===== src/gtb_pkg.sv =====
// Shared types and constants of the glyph text blitter.
// Used by every module of the block; depends on nothing else.
`timescale 1ns / 1ps

package gtb_pkg;

   // Font geometry
   localparam int GLYPH_WIDTH  = 8;
   localparam int GLYPH_HEIGHT = 16;
   localparam int GLYPH_STRIDE = 16;
   localparam int ROW_W        = $clog2(GLYPH_HEIGHT);
   localparam logic [ROW_W-1:0] LAST_GLYPH_ROW = ROW_W'(GLYPH_HEIGHT - 1);

   // Font store
   localparam int FONT_DEPTH = 4096;
   localparam int FONT_AW    = $clog2(FONT_DEPTH);

   // Field widths
   localparam int KIND_W  = 2;
   localparam int CODE_W  = 8;
   localparam int COORD_W = 16;
   localparam int COLOR_W = 32;
   localparam int SIZE_W  = 13;
   localparam int PITCH_W = 14;
   localparam int LINE_W  = 12;
   localparam int ADDR_W  = 27;
   localparam int CSR_IDX_W  = 2;
   localparam int CSR_DATA_W = 14;

   // Item kinds
   localparam logic [KIND_W-1:0] KIND_LOAD  = 2'd0;
   localparam logic [KIND_W-1:0] KIND_START = 2'd1;
   localparam logic [KIND_W-1:0] KIND_DRAW  = 2'd2;

   // Register indexes
   localparam logic [CSR_IDX_W-1:0] CSR_WIDTH  = 2'd0;
   localparam logic [CSR_IDX_W-1:0] CSR_HEIGHT = 2'd1;
   localparam logic [CSR_IDX_W-1:0] CSR_PITCH  = 2'd2;

   localparam logic [GLYPH_WIDTH-1:0] LEFT_COL_BIT = 8'h80;
   localparam logic signed [COORD_W-1:0] CURSOR_MAX = 16'sd32767;

   // One glyph row read issued to the font store, aligned with its read data
   typedef struct packed {
      logic                   valid;
      logic [SIZE_W-1:0]      line;
      logic                   last;
      logic [GLYPH_WIDTH-1:0] cols;
   } issue_type;

   // Per-character context that stays fixed while a character is drawn
   typedef struct packed {
      logic signed [COORD_W-1:0] left_x;
      logic [COLOR_W-1:0]        fore;
      logic [COLOR_W-1:0]        back;
      logic                      see;
      logic [PITCH_W-1:0]        pitch;
   } ctx_type;

endpackage


===== src/gtb_row_fmt.sv =====
// Row formatter: turns font read data into masks and a framebuffer address,
// and holds results in a two-entry output queue. Depends on gtb_pkg.
`timescale 1ns / 1ps

module gtb_row_fmt (
   input  logic clock,
   input  logic reset,

   input  gtb_pkg::issue_type issue,
   input  gtb_pkg::ctx_type   ctx,
   input  logic [7:0]         font_data,
   output logic               issue_ok,

   output logic                                rsp_valid,
   input  logic                                rsp_stall,
   output logic [gtb_pkg::LINE_W-1:0]          rsp_row_line,
   output logic signed [gtb_pkg::COORD_W-1:0]  rsp_row_left_x,
   output logic signed [gtb_pkg::ADDR_W-1:0]   rsp_row_address,
   output logic [gtb_pkg::GLYPH_WIDTH-1:0]     rsp_write_mask,
   output logic [gtb_pkg::GLYPH_WIDTH-1:0]     rsp_fore_mask,
   output logic [gtb_pkg::COLOR_W-1:0]         rsp_out_fore,
   output logic [gtb_pkg::COLOR_W-1:0]         rsp_out_back,
   output logic                                rsp_last_row
);

   typedef struct packed {
      logic [gtb_pkg::LINE_W-1:0]      line;
      logic [gtb_pkg::COORD_W-1:0]     left_x;
      logic [gtb_pkg::ADDR_W-1:0]      addr;
      logic [gtb_pkg::GLYPH_WIDTH-1:0] wmask;
      logic [gtb_pkg::GLYPH_WIDTH-1:0] fmask;
      logic [gtb_pkg::COLOR_W-1:0]     fore;
      logic [gtb_pkg::COLOR_W-1:0]     back;
      logic                            last;
   } beat_type;

   beat_type q_ff [2];
   logic [1:0] count_ff, count_in;
   logic head_ff, head_in;

   beat_type beat;
   logic [gtb_pkg::ADDR_W-1:0] prod;
   logic push;
   logic pop;
   logic tail;
   logic [2:0] occupancy;

   // Masks and address of the row whose font byte has just been read
   assign prod = gtb_pkg::ADDR_W'(issue.line) * gtb_pkg::ADDR_W'(ctx.pitch);

   always_comb begin
      beat        = '0;
      beat.line   = issue.line[gtb_pkg::LINE_W-1:0];
      beat.left_x = ctx.left_x;
      beat.addr   = prod + gtb_pkg::ADDR_W'(ctx.left_x);
      beat.fmask  = font_data & issue.cols;
      beat.wmask  = ctx.see ? (font_data & issue.cols) : issue.cols;
      beat.fore   = ctx.fore;
      beat.back   = ctx.back;
      beat.last   = issue.last;
   end

   // Queue control; a read may issue only if its data will find a free slot
   assign push      = issue.valid;
   assign pop       = rsp_valid && !rsp_stall;
   assign tail      = head_ff ^ count_ff[0];
   assign occupancy = 3'(count_ff) + 3'(issue.valid) - 3'(pop);
   assign issue_ok  = (occupancy <= 3'd1);

   always_comb begin
      count_in = count_ff;
      head_in  = head_ff;
      if (pop) begin
         head_in = !head_ff;
      end
      unique case ({push, pop})
         2'b10:   count_in = count_ff + 1'b1;
         2'b01:   count_in = count_ff - 1'b1;
         default: count_in = count_ff;
      endcase
   end

   always_ff @(posedge clock) begin
      if (reset) begin
         count_ff <= '0;
         head_ff  <= 1'b0;
      end else begin
         count_ff <= count_in;
         head_ff  <= head_in;
      end
   end

   always_ff @(posedge clock) begin
      if (push) begin
         q_ff[tail] <= beat;
      end
   end

   // Result channel
   assign rsp_valid       = (count_ff != 2'd0);
   assign rsp_row_line    = q_ff[head_ff].line;
   assign rsp_row_left_x  = q_ff[head_ff].left_x;
   assign rsp_row_address = q_ff[head_ff].addr;
   assign rsp_write_mask  = q_ff[head_ff].wmask;
   assign rsp_fore_mask   = q_ff[head_ff].fmask;
   assign rsp_out_fore    = q_ff[head_ff].fore;
   assign rsp_out_back    = q_ff[head_ff].back;
   assign rsp_last_row    = q_ff[head_ff].last;

endmodule


===== config.mk =====
export PLATFORM = sky130hd
export DESIGN_NAME = gtb_row_fmt
export DESIGN_NICKNAME = d
export VERILOG_FILES = /design/src/gtb_pkg.sv /design/src/gtb_row_fmt.sv
export SDC_FILE = /design/constraint.sdc
export NUM_CORES = 1
export LEC_CHECK = 0
export ABC_AREA = 1
export BUFFER_PORTS_ARGS = -buffer_cell sky130_fd_sc_hd__clkbuf_2
export CORE_AREA = 5 5 205 207
export DETAILED_ROUTE_END_ITERATION = 10
export DIE_AREA = 0 0 210 212
export PLACE_DENSITY = 0.61
export SLEW_MARGIN = 30
export SYNTH_ARGS = -nofsm -noshare
export SYNTH_HDL_FRONTEND = slang
export SYNTH_SLANG_ARGS = --single-unit

===== constraint.sdc =====
create_clock -name clock -period 17.35 [get_ports clock]
set_clock_uncertainty 0.2 [all_clocks]
set_input_delay 1.735 -clock clock [delete_from_list [all_inputs] [get_ports clock]]
set_output_delay 1.735 -clock clock [all_outputs]
set_load 0.01 [all_outputs]

==> summary.md <==
| Metric | Value |
|---|---|
| Result of the run | `finished, final reports clean` |
| Number of global-route vias before repair | `12140` |
| Longest individual stage delay on the worst path | `0.52 ns` |
| Starting Density | `43.93%` |
| TritonCTS buffer count | `30` |
| Max cap viols | `0` |
| Critical path launch point type | `input pin` |
| Crit path buf inv count | `10` |
| Area share of and/or/nand/nor cells after synthesis | `9.950%` |
| Post-layout min period | `6.669 ns` |
| All-Layer GR Usage | `18.79%` |
| Area enclosed by the die boundary | `44520 µm²` |
| Mapped Nets | `1922` |
| Worst hold-check path type | `flip-flop to flip-flop` |
| Total length of routed wires | `41.21 mm` |
| YS warnings | `0` |
| Cell Count Post-Placement | `2318` |
| Unrepaired setup endpoints after global routing | `false` |
| CP top delay family | `adder cells` |
| Final hold violations | `0` |
| Share of synthesized cell area in full adder, half adder and majority cells | `23.39%` |
| Final critical-path share of the clock period | `38.44%` |
| Hold_ws | `0.3263 ns` |
| Area Overhead vs Synth | `16.43%` |
| Resized cells post-CTS | `0` |
| Via density | `4.773` |
| Count of input and output buffers | `266` |
| Gr ovfl total | `0` |
| Routability cong. | `0.8883` |
| F_max | `150.0 MHz` |
| # IOs | `267` |
| Clock tree root driver cell | `sky130_fd_sc_hd__clkbuf_16` |
| P_leak | `0.009876 µW` |
| DIE WIDTH | `210 µm` |
| Sum of negative setup slack | `0 ns` |
| Total vias in the final route | `11320` |
| Total of flip-flops plus latches after synthesis | `276` |
| Initial DRT Pass Iterations | `5` |
| Average size of a mapped cell | `11.35 µm²` |
| Area inside the core boundary | `40180 µm²` |
| Number of pins exceeding their max-slew limit in the final report | `0` |
| Signal arrival time at the worst endpoint | `6.81 ns` |
| # rows | `74` |
| Path type of the worst setup path | `input pin to flip-flop` |
| Post-route non-filler standard cell count | `2372` |
| Dominant combinational cell family by area after synthesis | `adder cells` |
| Fraction of final layout cells with drive strength greater than 1 | `26.03%` |
| Post-synthesis compound-gate area fraction | `0.9780%` |
| Clock Tree Buf Depth | `3` |
| Iteration-0 DRC count of the detailed router | `620` |
| Nature of the critical path endpoint | `flip-flop` |
| Max-slew headroom | `38.44%` |
| Global-route wire length before repair | `65.83 mm` |
| Multiplexer share of the synthesized area | `8.675%` |
| Slew @ Worst Pin | `0.9235 ns` |
| Setup WS pre-CTS | `10.06 ns` |
| Final nets | `2185` |
| Most frequent cell on the critical path | `sky130_fd_sc_hd__inv_1` |
| Maximum level of the CTS H-tree | `1` |
| Worst-skew pair later-pin latency | `0.54 ns` |
| Vertical extent of the die | `212 µm` |
| Total power per unit cell area | `211.6 nW/µm²` |
| Average routed wire per standard cell | `17.37 µm` |
| Initial antenna violation count | `0` |
| Antenna fix cells | `0` |
| Number of cells produced by synthesis | `1556` |
| Detailed-placement wirelength estimate | `31.49 mm` |
| Worst VDD drop | `0.2046 mV` |
| Post-route ant nets | `0` |
| Layout filler cell count | `3670` |
| Largest net degree at the start of global routing | `71` |
| TritonCTS clock tree | `built` |
| Required @ worst endpoint | `17.50 ns` |
| Sequential share of the synthesized area | `46.72%` |
| Hold-fix buffers, CTS | `0` |
| Cell with the largest stage delay on the worst path | `sky130_fd_sc_hd__fa_1` |
| Clock sink total | `276` |
| Biggest fanout along the worst timing path | `13` |
| Synthesized area | `17650 µm²` |
| Clock transition at the registers of the reported paths | `0.06 ns` |
| Final setup violation count | `0` |
| Number of distinct library cells after synthesis | `28` |
| Post-synthesis xor/xnor area fraction | `0.9922%` |
| Min setup slack post-route | `10.68 ns` |
| Buffers inserted during post-CTS setup optimization | `0` |
| Remaining routing DRC violations | `0` |
-- through the flow --
stage	total power [µW]	cell area (µm²)	util (%)
global route	4838	20550	51.15
global placement	3747	19530	48.59
CTS	4441	20530	51.08
detailed placement	3774	19530	48.59
finish	4348	20550	51.15
floorplan	3020	17650	-
-- power by group --
part,switching [µW],total (µW),internal [µW]
Clock,253,642,389
Combinational,1690,2610,912
Sequential,29.3,1100,1070
-- worst reg2reg max path: stages, from the launching register on --
cell and delay [ns]:
sky130_fd_sc_hd__dfxtp_1 0.35, sky130_fd_sc_hd__xnor2_1 0.32, sky130_fd_sc_hd__inv_1 0.13, sky130_fd_sc_hd__nor2_4 0.19
sky130_fd_sc_hd__buf_4 0.73
-- final timing paths --
kind / from / end / slack [ns] / cells past startpoint
max: ctx[7] / q_ff[0][95] / 10.68 / 25
min: count_ff[0] / count_ff[0] / 0.33 / 2
max reg2reg: count_ff[0] / q_ff[0][132] / 14.98 / 4
min reg2reg: count_ff[0] / count_ff[0] / 0.33 / 2
-- kinds of logic after synthesis --
kind of cell	Yosys count
simple gates	424
compound gates	34
xor+xnor	20
fa+ha+maj	237
flops	276
mux	136
buf+inv	429
-- layout by cell type, fill, tap and decap left out, types with 9 or more instances in the layout --
cell type	netlist	layout
sky130_fd_sc_hd__clkbuf_2	0	266
sky130_fd_sc_hd__inv_1	387	387
sky130_fd_sc_hd__o21ai_0	13	13
sky130_fd_sc_hd__edfxtp_1	272	272
sky130_fd_sc_hd__ha_1	82	82
sky130_fd_sc_hd__xor2_1	14	14
sky130_fd_sc_hd__fa_1	155	155
sky130_fd_sc_hd__nand2_2	9	9
sky130_fd_sc_hd__clkbuf_16	0	30
sky130_fd_sc_hd__a21oi_1	20	20
sky130_fd_sc_hd__mux2_2	136	136
sky130_fd_sc_hd__nand2_1	336	336
sky130_fd_sc_hd__nor2_1	28	26
sky130_fd_sc_hd__nand3_1	19	19
-- area by class of cell --
class	count	area (µm²)	share of cell area, %
inverters	387	1453	7.067
clock buffers	39	814.5	3.963
flip-flops and latches	276	8252	40.14
well taps	532	665.6	3.238
multi-input cells	851	7780	37.85
repair buffers	273	1404	6.830
clock inverters	14	186.4	0.9070
-- per-layer routing --
metal	vias to the layer above	GRT usage (%)	share of wire (%)
li1	5392	-	-
met2	283	33.43	50
met5	-	0	0
met4	0	4.388	2.1
met3	50	2.995	5.6
met1	5597	24.38	42
-- synthesized netlist by cell type (all sizes together) --
cell type | instances | area, µm²
ha | 82 | 1026
nor3 | 6 | 50.05
o21ai | 13 | 65.06
inv | 387 | 1453
and2 | 2 | 12.51
edfxtp | 272 | 8168
xor2 | 14 | 122.6
a21o | 1 | 7.510
xnor2 | 6 | 52.55
nand3 | 22 | 125.1
nand3b | 2 | 15.01
fa | 155 | 3103
mux2 | 136 | 1531
a21oi | 20 | 100.1
or2 | 1 | 6.260
nand2 | 345 | 1318
nand4 | 8 | 50.05
buf | 15 | 87.59
clkbuf | 27 | 101.4
nor2 | 36 | 165.2
dfxtp | 4 | 80.08
nor3b | 2 | 15.01
-- sequential cells by signal (all words and copies together), names as in the netlist, named ones only --
| register | flops |
|---|---|
| count_ff | 2 |
| head_ff | 1 |
| q_ff | 272 |
Power figures use the tool's default switching activity.
