## src/gtb_pkg.sv

```systemverilog
// Shared types and constants of the glyph text blitter.
// Used by every module of the block; depends on nothing else.
`timescale 1ns / 1ps

package gtb_pkg;

   // Font geometry
   localparam int GLYPH_WIDTH  = 8;
   localparam int GLYPH_HEIGHT = 16;
   localparam int GLYPH_STRIDE = 16;
   localparam int ROW_W        = $clog2(GLYPH_HEIGHT);
   localparam logic [ROW_W-1:0] LAST_GLYPH_ROW = ROW_W'(GLYPH_HEIGHT - 1);

   // Font store
   localparam int FONT_DEPTH = 4096;
   localparam int FONT_AW    = $clog2(FONT_DEPTH);

   // Field widths
   localparam int KIND_W  = 2;
   localparam int CODE_W  = 8;
   localparam int COORD_W = 16;
   localparam int COLOR_W = 32;
   localparam int SIZE_W  = 13;
   localparam int PITCH_W = 14;
   localparam int LINE_W  = 12;
   localparam int ADDR_W  = 27;
   localparam int CSR_IDX_W  = 2;
   localparam int CSR_DATA_W = 14;

   // Item kinds
   localparam logic [KIND_W-1:0] KIND_LOAD  = 2'd0;
   localparam logic [KIND_W-1:0] KIND_START = 2'd1;
   localparam logic [KIND_W-1:0] KIND_DRAW  = 2'd2;

   // Register indexes
   localparam logic [CSR_IDX_W-1:0] CSR_WIDTH  = 2'd0;
   localparam logic [CSR_IDX_W-1:0] CSR_HEIGHT = 2'd1;
   localparam logic [CSR_IDX_W-1:0] CSR_PITCH  = 2'd2;

   localparam logic [GLYPH_WIDTH-1:0] LEFT_COL_BIT = 8'h80;
   localparam logic signed [COORD_W-1:0] CURSOR_MAX = 16'sd32767;

   // One glyph row read issued to the font store, aligned with its read data
   typedef struct packed {
      logic                   valid;
      logic [SIZE_W-1:0]      line;
      logic                   last;
      logic [GLYPH_WIDTH-1:0] cols;
   } issue_type;

   // Per-character context that stays fixed while a character is drawn
   typedef struct packed {
      logic signed [COORD_W-1:0] left_x;
      logic [COLOR_W-1:0]        fore;
      logic [COLOR_W-1:0]        back;
      logic                      see;
      logic [PITCH_W-1:0]        pitch;
   } ctx_type;

endpackage

```

## src/gtb_row_seq.sv

```systemverilog
// Item intake, held text state, configuration registers and the row sequencer
// that issues one font read per visible glyph row. Depends on gtb_pkg.
`timescale 1ns / 1ps

module gtb_row_seq (
   input  logic clock,
   input  logic reset,

   input  logic                                req_valid,
   output logic                                req_stall,
   input  logic [gtb_pkg::KIND_W-1:0]          req_kind,
   input  logic [gtb_pkg::FONT_AW-1:0]         req_font_index,
   input  logic [7:0]                          req_font_bits,
   input  logic signed [gtb_pkg::COORD_W-1:0]  req_start_x,
   input  logic signed [gtb_pkg::COORD_W-1:0]  req_start_y,
   input  logic [gtb_pkg::COLOR_W-1:0]         req_fore_color,
   input  logic [gtb_pkg::COLOR_W-1:0]         req_back_color,
   input  logic                                req_see_through,
   input  logic [gtb_pkg::CODE_W-1:0]          req_char_code,

   input  logic                                csr_write,
   input  logic [gtb_pkg::CSR_IDX_W-1:0]       csr_index,
   input  logic [gtb_pkg::CSR_DATA_W-1:0]      csr_wdata,

   // Font store ports
   output logic                                font_wr_en,
   output logic [gtb_pkg::FONT_AW-1:0]         font_wr_addr,
   output logic [7:0]                          font_wr_data,
   output logic                                font_rd_en,
   output logic [gtb_pkg::FONT_AW-1:0]         font_rd_addr,

   // To the row formatter
   input  logic                                issue_ok,
   output gtb_pkg::issue_type                  issue,
   output gtb_pkg::ctx_type                    ctx
);

   localparam logic ST_IDLE = 1'b0;
   localparam logic ST_DRAW = 1'b1;

   logic state_ff, state_in;
   logic [gtb_pkg::ROW_W-1:0] row_ff, row_in;
   logic [gtb_pkg::CODE_W-1:0] code_ff, code_in;
   logic [gtb_pkg::GLYPH_WIDTH-1:0] cols_ff, cols_in;
   logic signed [gtb_pkg::COORD_W-1:0] left_x_ff, left_x_in;
   logic signed [gtb_pkg::COORD_W-1:0] cursor_ff, cursor_in;
   logic signed [gtb_pkg::COORD_W-1:0] top_ff, top_in;
   logic [gtb_pkg::COLOR_W-1:0] fore_ff, fore_in;
   logic [gtb_pkg::COLOR_W-1:0] back_ff, back_in;
   logic see_ff, see_in;
   logic [gtb_pkg::SIZE_W-1:0] width_ff, width_in;
   logic [gtb_pkg::SIZE_W-1:0] height_ff, height_in;
   logic [gtb_pkg::PITCH_W-1:0] pitch_ff, pitch_in;
   gtb_pkg::issue_type issue_ff, issue_in;

   logic accept;
   logic [gtb_pkg::GLYPH_WIDTH-1:0] cols_now;
   logic [gtb_pkg::COORD_W:0] cursor_next;
   logic signed [gtb_pkg::COORD_W:0] py;
   logic [gtb_pkg::COORD_W:0] py_plus;
   logic vis;
   logic last;
   logic fire;
   logic advance;

   assign accept    = req_valid && !req_stall;
   assign req_stall = (state_ff == ST_DRAW);

   // Columns of the cell at the cursor that fall inside the surface width
   always_comb begin
      logic signed [gtb_pkg::COORD_W+1:0] px;
      cols_now = '0;
      for (int c = 0; c < gtb_pkg::GLYPH_WIDTH; c++) begin
         px = (gtb_pkg::COORD_W+2)'(cursor_ff) + (gtb_pkg::COORD_W+2)'(c);
         if (!px[gtb_pkg::COORD_W+1] &&
             (px[gtb_pkg::COORD_W:0] < (gtb_pkg::COORD_W+1)'(width_ff))) begin
            cols_now = cols_now | (gtb_pkg::LEFT_COL_BIT >> c);
         end
      end
   end

   // Cursor advance by one cell, saturating at the top of the signed range
   assign cursor_next = (gtb_pkg::COORD_W+1)'(cursor_ff)
                        + (gtb_pkg::COORD_W+1)'(gtb_pkg::GLYPH_WIDTH);

   // Visibility of the current glyph row; visible rows form one run, so a visible
   // row is last when it ends the glyph or the next line falls below the surface.
   assign py      = (gtb_pkg::COORD_W+1)'(top_ff) + (gtb_pkg::COORD_W+1)'(row_ff);
   assign py_plus = py + 1'b1;
   assign vis     = !py[gtb_pkg::COORD_W] &&
                    (py[gtb_pkg::COORD_W-1:0] < gtb_pkg::COORD_W'(height_ff));
   assign last    = (row_ff == gtb_pkg::LAST_GLYPH_ROW) ||
                    !(py_plus < (gtb_pkg::COORD_W+1)'(height_ff));
   assign fire    = (state_ff == ST_DRAW) && vis && issue_ok;
   assign advance = (state_ff == ST_DRAW) && (!vis || issue_ok);

   // Font store access
   assign font_wr_en   = accept && (req_kind == gtb_pkg::KIND_LOAD);
   assign font_wr_addr = req_font_index;
   assign font_wr_data = req_font_bits;
   assign font_rd_en   = fire;
   assign font_rd_addr = gtb_pkg::FONT_AW'(
      gtb_pkg::FONT_AW'(code_ff) * gtb_pkg::FONT_AW'(gtb_pkg::GLYPH_STRIDE)
      + gtb_pkg::FONT_AW'(row_ff));

   // Next-state logic
   always_comb begin
      state_in  = state_ff;
      row_in    = row_ff;
      code_in   = code_ff;
      cols_in   = cols_ff;
      left_x_in = left_x_ff;
      cursor_in = cursor_ff;
      top_in    = top_ff;
      fore_in   = fore_ff;
      back_in   = back_ff;
      see_in    = see_ff;
      width_in  = width_ff;
      height_in = height_ff;
      pitch_in  = pitch_ff;

      issue_in       = '0;
      issue_in.valid = fire;
      issue_in.line  = py[gtb_pkg::SIZE_W-1:0];
      issue_in.last  = last;
      issue_in.cols  = cols_ff;

      if (csr_write) begin
         unique case (csr_index)
            gtb_pkg::CSR_WIDTH:  width_in  = gtb_pkg::SIZE_W'(csr_wdata);
            gtb_pkg::CSR_HEIGHT: height_in = gtb_pkg::SIZE_W'(csr_wdata);
            gtb_pkg::CSR_PITCH:  pitch_in  = csr_wdata;
            default: ;
         endcase
      end

      if (accept) begin
         unique case (req_kind)
            gtb_pkg::KIND_START: begin
               cursor_in = req_start_x;
               top_in    = req_start_y;
               fore_in   = req_fore_color;
               back_in   = req_back_color;
               see_in    = req_see_through;
            end
            gtb_pkg::KIND_DRAW: begin
               code_in   = req_char_code;
               cols_in   = cols_now;
               left_x_in = cursor_ff;
               row_in    = '0;
               if (cols_now != '0) begin
                  state_in = ST_DRAW;
               end
               if (!cursor_next[gtb_pkg::COORD_W] && cursor_next[gtb_pkg::COORD_W-1]) begin
                  cursor_in = gtb_pkg::CURSOR_MAX;
               end else begin
                  cursor_in = cursor_next[gtb_pkg::COORD_W-1:0];
               end
            end
            default: ;
         endcase
      end

      // Step through the glyph rows, one per cycle when there is room
      if (advance) begin
         if (row_ff == gtb_pkg::LAST_GLYPH_ROW) begin
            state_in = ST_IDLE;
         end else begin
            row_in = row_ff + 1'b1;
         end
      end
   end

   // Control state
   always_ff @(posedge clock) begin
      if (reset) begin
         state_ff  <= ST_IDLE;
         issue_ff  <= '0;
         cursor_ff <= '0;
         top_ff    <= '0;
         fore_ff   <= '0;
         back_ff   <= '0;
         see_ff    <= 1'b0;
         width_ff  <= '0;
         height_ff <= '0;
         pitch_ff  <= '0;
      end else begin
         state_ff  <= state_in;
         issue_ff  <= issue_in;
         cursor_ff <= cursor_in;
         top_ff    <= top_in;
         fore_ff   <= fore_in;
         back_ff   <= back_in;
         see_ff    <= see_in;
         width_ff  <= width_in;
         height_ff <= height_in;
         pitch_ff  <= pitch_in;
      end
   end

   // Per-character working registers
   always_ff @(posedge clock) begin
      row_ff    <= row_in;
      code_ff   <= code_in;
      cols_ff   <= cols_in;
      left_x_ff <= left_x_in;
   end

   assign issue      = issue_ff;
   assign ctx.left_x = left_x_ff;
   assign ctx.fore   = fore_ff;
   assign ctx.back   = back_ff;
   assign ctx.see    = see_ff;
   assign ctx.pitch  = pitch_ff;

endmodule

```

## config.mk

```make
export PLATFORM = sky130hd
export DESIGN_NAME = gtb_row_seq
export DESIGN_NICKNAME = d
export VERILOG_FILES = /design/src/gtb_pkg.sv /design/src/gtb_row_seq.sv
export SDC_FILE = /design/constraint.sdc
export NUM_CORES = 1
export LEC_CHECK = 0
export BUFFER_PORTS_ARGS = -buffer_cell sky130_fd_sc_hd__buf_2
export CORE_UTILIZATION = 50
export DETAILED_ROUTE_END_ITERATION = 7
export PLACE_DENSITY = 0.85
export SYNTH_ARGS = -nofsm -noshare
export SYNTH_HDL_FRONTEND = slang
export SYNTH_SLANG_ARGS = --single-unit
export TNS_END_PERCENT = 30
```

## constraint.sdc

```tcl
create_clock -name clock -period 7.65 [get_ports clock]
set_clock_uncertainty 0.2 [all_clocks]
set_input_delay 1.1475 -clock clock [delete_from_list [all_inputs] [get_ports clock]]
set_output_delay 1.1475 -clock clock [all_outputs]
set_load 0.01 [all_outputs]
```

==> impl_metrics.csv, run 1 <==
group,metric,value,unit
outcome,status,"finished, final reports clean",
synthesis,syn_area_per_cell,8.21,um2
sta,period_minus_slack,5.47,ns
clock_tree,root_buffer,"clkbuf_16",
placed_design,gp_congestion,0.992,
min_path,whs_endpoint,"issue[7]",
sta,drv_slew,0,
worst_setup_path,reg2reg_from,"cursor_ff[2]",
routing,num_vias,11013,
worst_setup_path,path_max_fanout,7,
power_and_ir_drop,vdd_drop_max,0.141,mV
grt,grtUsageMet1,32.2,%
synthesis,synth-seq-cells,197,
sta,worst_slack,2.18,ns
worst_setup_path,r2r_end,"req_stall",
routing,wl_per_cell,17.1,um
sta,min_period_over_period,71.6,%
layout,multi_input_comb_area,6930,um2
floorplanning,die-area,24400,um2
min_path,hp-class,"flip-flop to flip-flop",
min_path,hold_depth,1,
grt,grt_pass1_vias,10556,
placed_design,pre_cts_slack,2.75,ns
routing,postRouteAntennaNets,0,
placed_design,hpwl,24.5,mm
placed_design,placed_cell_area,13200,um2
synthesis,synth_nets,1733,
grt,antenna_found_initial,0,
grt,busiest_layer,"met2",
clock_tree,htreeDepth,4,
clock_tree,ctsResizeCount,0,
routing,vias_per_cell,5.60,
worst_setup_path,startpoint_type,"flip-flop",
synthesis,ys.flop_type,"dfxtp_1",
synthesis,yosys.area.top_type_share,27.8,%
grt,grt.total_usage,27.3,%
floorplanning,die_w,156,um
layout,syn2layout_area_growth,16.1,%
floorplanning,ioPinCount,301,
floorplanning,row_count,56,
sta,slew_headroom,30.2,%
synthesis,synth_area_leader_cell,"dfxtp_1",
synthesis,syn_inst,1449,
routing,drc,0,
layout,fillCellCount,2125,
clock_tree,cts.sinks,197,
routing,drtIter0Drc,989,
grt,grt_max_degree,96,
clock_tree,clk_pin_slew,0.08,ns
sta,setup_tns,0,ns
synthesis,ys_warn_count,0,
routing,wirelength,33.7,mm
floorplanning,fp.dieH,156,um
grt,grt_pass1_wl,52.5,mm
synthesis,synth_edf_count,32,
min_path,min_from,"cols_ff[7]",
sta,rsz0062_at_grt,"no",
grt,grt_overflow,0,
power_and_ir_drop,p_leak,0.00616,uW
clock_tree,clk-insertion-delay-late,0.44,ns
synthesis,async_flop_share,0,%
synthesis,ys_types,69,
synthesis,synth.area.top_cells,"dfxtp_1 28%, ha_1 14%, nand2_1 9.1%",
placed_design,io_buffers,260,
floorplanning,core-area,23400,um2
sta,fmax,183,MHz
sta,setup_viol,0,
sta,hold_viol_final,0,
power_and_ir_drop,power.density,195,nW/um2
synthesis,seq_area_frac_synth,35.8,%
layout,seq_area,4260,um2
clock_tree,holdBufCountCts,0,
worst_setup_path,path_class,"flip-flop to primary output",
layout,design_area,13800,um2
worst_setup_path,required,6.30,ns
run,cap_violations,0,
clock_tree,cts_buffer_depth,2,
worst_setup_path,reg2reg_slack,3.26,ns
layout,nets,1920,
worst_setup_path,worstSetupEndpointType,"primary output",
layout,layout-drive-gt1-share,19.3,%
clock_tree,cts_tree,"yes",
synthesis,syn-cell-area,11900,um2
sta,worst_slew_pin_slew,1.05,ns
worst_setup_path,r2r_cells,13,
routing,dr.pass1.iters,6,
clock_tree,cts_post_setup_buffers_inserted,0,
worst_setup_path,critPathArrivalTime,4.13,ns
floorplanning,initial_core_util,50.8,%
layout,n_antenna_cell,0,
grt,use_met3,5.95,%
clock_tree,numCtsBuffers,17,
grt,use_met2,45.8,%
[cell usage after synthesis (3+ instances only)]
cell / n
nand2_1: 287
a21oi_1: 182
dfxtp_1: 165
ha_1: 135
nor2_1: 101
inv_1: 64
clkbuf_1: 61
xnor2_1: 57
xor2_1: 49
edfxtp_1: 32
a21o_1: 30
nand3_1: 27
o21ai_0: 24
buf_4: 22
nand4_1: 20
nor2b_1: 14
nor3_1: 14
a211oi_1: 13
nand2b_1: 13
a31oi_1: 10
and3_1: 9
buf_2: 9
and4_1: 8
buf_1: 8
o22ai_1: 7
o21ai_1: 6
and2_1: 5
nor4_1: 5
o211ai_1: 4
o221ai_1: 4
or3_1: 4
a2111oi_0: 3
a221oi_1: 3
mux2i_1: 3
nor3_2: 3
o2111ai_1: 3
o21bai_1: 3
or2_2: 3
[metrics by stage]
stage / std cells / utilization [%] / hold slack, ns / total power (uW)
after global routing: 1968 / 59.0 / 0.264 / 2830
after detailed placement: 1936 / 56.4 / 0.243 / 1780
after floorplan: 1449 / - / 0.229 / 1590
after CTS: 1968 / 59.0 / 0.251 / 2700
after global placement: 1936 / 56.4 / 0.238 / 1750
final: 1968 / 59.0 / 0.245 / 2700
[worst max-delay path, cell delays in order, from the launching register on]
cell,delay (ns)
dfxtp_1,0.42
ha_1,0.20
inv_1,0.05
fa_1,0.39
nand2b_2,0.22
a21oi_1,0.44
and3_1,0.26
xnor2_1,0.21
inv_1,0.12
ha_1,0.30
nor2b_1,0.13
o21ai_0,0.15
nand2b_1,0.07
a21oi_1,0.25
nand3_1,0.19
nor2_1,0.14
buf_2,0.15
[power breakdown]
part	leakage, uW	switching [uW]	total, uW	internal [uW]
Sequential	0.00164	62.2	1170	1110
Combinational	0.00423	344	601	258
Clock	0.000295	455	926	471
[worst max path at each step]
| stage | from | end | slack, ns | cells past startpoint |
|---|---|---|---|---|
| after floorplan | row_ff[0] | font_rd_en | 3.20 | 15 |
| after global placement | row_ff[0] | font_rd_en | 2.79 | 16 |
| after detailed placement | row_ff[0] | font_rd_en | 2.75 | 16 |
| after CTS | row_ff[0] | font_rd_en | 2.21 | 16 |
| after global routing | row_ff[0] | font_rd_en | 1.88 | 16 |
| final | row_ff[0] | font_rd_en | 2.18 | 16 |
[layer usage]
metal	routed length (um)	vias up
met2	16100	492
met5	0	-
met1	13400	5097
li1	-	5303
met3	2580	121
met4	1580	0
[placed cells by master, fill, tap and decap left out, types with 4 or more instances in the layout]
cell	n
o21ai_1	6
o21ai_0	24
a31oi_1	10
and3_1	9
nand3_1	27
o211ai_1	4
nor2_1	101
dfxtp_1	165
clkbuf_16	18
ha_1	135
edfxtp_1	32
and2_1	4
or3_1	4
xor2_1	49
and4_1	8
xnor2_1	57
buf_2	259
a21oi_1	182
a211oi_1	13
nor4_1	5
nor3_1	14
nand4_1	20
inv_1	64
buf_4	9
a21o_1	30
nand2_1	286
nor2b_1	14
o221ai_1	4
inv_8	4
o22ai_1	7
nand2b_1	13
[layout make-up]
class,count,area share [%]
Multi-Input combinational cell,1088,50.2
Sequential cell,197,30.9
Timing Repair Buffer,268,9.88
Clock buffer,19,3.36
Tap cell,319,2.89
Inverter,64,1.74
Clock inverter,13,1.08
[registers in the layout, summed over array words and instances, names as in the netlist, 13 cells and up]
| register | cells |
|---|---|
| pitch_ff | 14 |
| width_ff | 13 |
| left_x_ff | 16 |
| height_ff | 13 |
| top_ff | 16 |
| fore_ff | 32 |
| back_ff | 32 |
| issue | 23 |
| cursor_ff | 16 |
[cells by family (layout without fill, tap and decap cells)]
logic type | after synthesis | after routing | synth area share (%)
and+or+nand+nor | 531 | 531 | 20.2
muxes | 5 | 5 | 0.442
DFF | 197 | 197 | 35.8
xor gates and xnor gates | 107 | 107 | 7.94
AOI/OAI and AO/OA | 309 | 309 | 15.3
buffers and inverters | 164 | 364 | 5.96
adders and majority gates | 136 | 136 | 14.4
(Power assumes the default switching activity.)
==> inputs of run 2 (changes only) <==
Settings changed: CORE_UTILIZATION 50 to 49, PLACE_DENSITY 0.85 to 0.86.
Clock period 7.65 ns to 5 ns, I/O delays scaled along.
==> run 2 against run 1 <==
  * Final cell count is 0.91% higher
  * Register-to-register slack lost 2.3 ns
  * Worst setup slack lost 1.9 ns
  * Clock-buffer cell count is 1 lower
  * Sequential power up 52%
  * First-iteration DRC count shrank 11%
  * Power grew 53%
  * Combinational power grew 58%
  * Final area rose by 1.2%
  * Hold slack lost 0.0014 ns
  * Sequential share of layout area is 0.37 points lower
  * Die area is 2.0% higher
==> impl_metrics.csv, run 2 (synthesized netlist as in run 1, its figures left out) <==
group,metric,value,unit
outcome,status,"finished, final reports clean",
layout,final_cell_mix,"286 x nand2_1, 259 x buf_2, 181 x a21oi_1",
layout,nets,1938,
clock_tree,cts_buffer_depth,2,
sta,slew_headroom,32.8,%
worst_setup_path,worstSetupEndpointType,"primary output",
routing,drc,0,
min_path,min_from,"cols_ff[7]",
grt,grt.total_usage,27.6,%
grt,grt_max_degree,71,
layout,multi_input_comb_area,6960,um2
routing,postRouteAntennaNets,0,
layout,fillCellCount,2085,
placed_design,hpwl,25.4,mm
layout,syn2layout_area_growth,17.5,%
sta,rsz0062_at_grt,"no",
placed_design,io_buffers,260,
power_and_ir_drop,vdd_drop_max,0.234,mV
worst_setup_path,path_max_fanout,6,
grt,grt_pass1_wl,53.5,mm
routing,wl_per_cell,17.5,um
routing,wirelength,34.8,mm
grt,antenna_found_initial,0,
worst_setup_path,startpoint_type,"flip-flop",
sta,setup_viol,0,
clock_tree,cts_tree,"yes",
grt,grt_pass1_vias,10479,
floorplanning,die-area,24900,um2
sta,period_minus_slack,4.75,ns
worst_setup_path,reg2reg_slack,0.93,ns
sta,worst_slew_pin_slew,1.01,ns
routing,vias_per_cell,5.63,
floorplanning,core-area,23600,um2
clock_tree,clk_pin_slew,0.09,ns
worst_setup_path,required,4.05,ns
worst_setup_path,path_class,"flip-flop to primary output",
routing,num_vias,11186,
clock_tree,numCtsBuffers,17,
sta,setup_tns,0,ns
floorplanning,fp.dieH,158,um
floorplanning,die_w,158,um
min_path,hold_depth,1,
floorplanning,row_count,56,
worst_setup_path,r2r_cells,16,
sta,fmax,211,MHz
layout,seq_area,4270,um2
worst_setup_path,r2r_end,"row_ff[1]",
min_path,hp-class,"flip-flop to flip-flop",
layout,layout_commonest_cell,"nand2_1",
power_and_ir_drop,power,4140,uW
sta,min_period_over_period,95.0,%
layout,layout-drive-gt1-share,20.5,%
clock_tree,htreeDepth,4,
power_and_ir_drop,power.density,296,nW/um2
placed_design,gp_congestion,0.964,
routing,dr.pass1.iters,5,
worst_setup_path,critPathArrivalTime,3.80,ns
worst_setup_path,reg2reg_from,"row_ff[0]",
layout,n_antenna_cell,0,
clock_tree,root_buffer,"clkbuf_16",
floorplanning,ioPinCount,301,
grt,grt_overflow,0,
clock_tree,holdBufCountCts,0,
run,cap_violations,0,
min_path,whs_endpoint,"issue[7]",
clock_tree,cts.sinks,197,
power_and_ir_drop,p_leak,0.00626,uW
routing,drtIter0Drc,884,
floorplanning,initial_core_util,50.4,%
sta,drv_slew,0,
sta,hold_viol_final,0,
clock_tree,clk-insertion-delay-late,0.44,ns
[run 2: per-stage QoR]
stage / area, um2 / instances / setup slack, ns / hold WS (ns) / util, %
2_1_floorplan: 11900 / 1449 / 0.946 / 0.229 / -
3_3_place_gp: 13300 / 1952 / 0.629 / 0.233 / 56.4
3_5_place_dp: 13300 / 1952 / 0.548 / 0.240 / 56.4
4_1_cts: 13900 / 1984 / 0.0400 / 0.247 / 59.0
5_1_grt: 14000 / 1986 / 0.0343 / 0.260 / 59.2
6_report: 14000 / 1986 / 0.250 / 0.243 / 59.2
[run 2: repair_timing]
action	CTS	global route
setup endpoints to repair	0	1
buffers inserted	0	2
gates resized for setup	0	6
[run 2: worst max-delay path, stage by stage, from the launching register on]
cell and delay [ns]:
dfxtp_2 0.37, ha_1 0.19, inv_1 0.06, fa_1 0.39
nand2b_2 0.25, a21oi_4 0.23, and3_1 0.21, xnor2_1 0.21
inv_1 0.11, ha_1 0.29, nor2b_1 0.13, o21ai_0 0.14
nand2b_1 0.07, a21oi_1 0.22, nand3_1 0.17, nor2_1 0.17
buf_2 0.15
[run 2: final cells by class]
class,count,area share [%]
clock buffers,18,3.14
inverters,64,1.72
multi-input cells,1088,49.8
clock inverters,14,1.27
flip-flops and latches,197,30.5
well taps,319,2.86
repair buffers,286,10.7
[run 2: how the worst max path moves through the flow]
stage	startpoint	end	slack (ns)	cells after the start
detailed placement	row_ff[0]	font_rd_en	0.55	16
global route	row_ff[0]	font_rd_en	0.03	16
floorplan	row_ff[0]	font_rd_en	0.95	15
global placement	row_ff[0]	font_rd_en	0.63	16
CTS	row_ff[0]	font_rd_en	0.04	16
finish	row_ff[0]	font_rd_en	0.25	16
[run 2: layer usage]
metal / track usage, % / vias up / routed length [um] / share of wire (%)
met5: 0 / - / 0 / 0
met1: 32.8 / 5179 / 13700 / 39
met3: 5.53 / 129 / 2700 / 7.8
li1: - / 5354 / - / -
met4: 15.3 / 0 / 1700 / 4.9
met2: 46.7 / 524 / 16700 / 48
[run 2: report_power, final]
part	leakage (uW)	total, uW	switching (uW)	internal, uW
sequential	0.00164	1780	80.5	1700
clock	0.000298	1410	713	697
combinational	0.00432	952	550	402
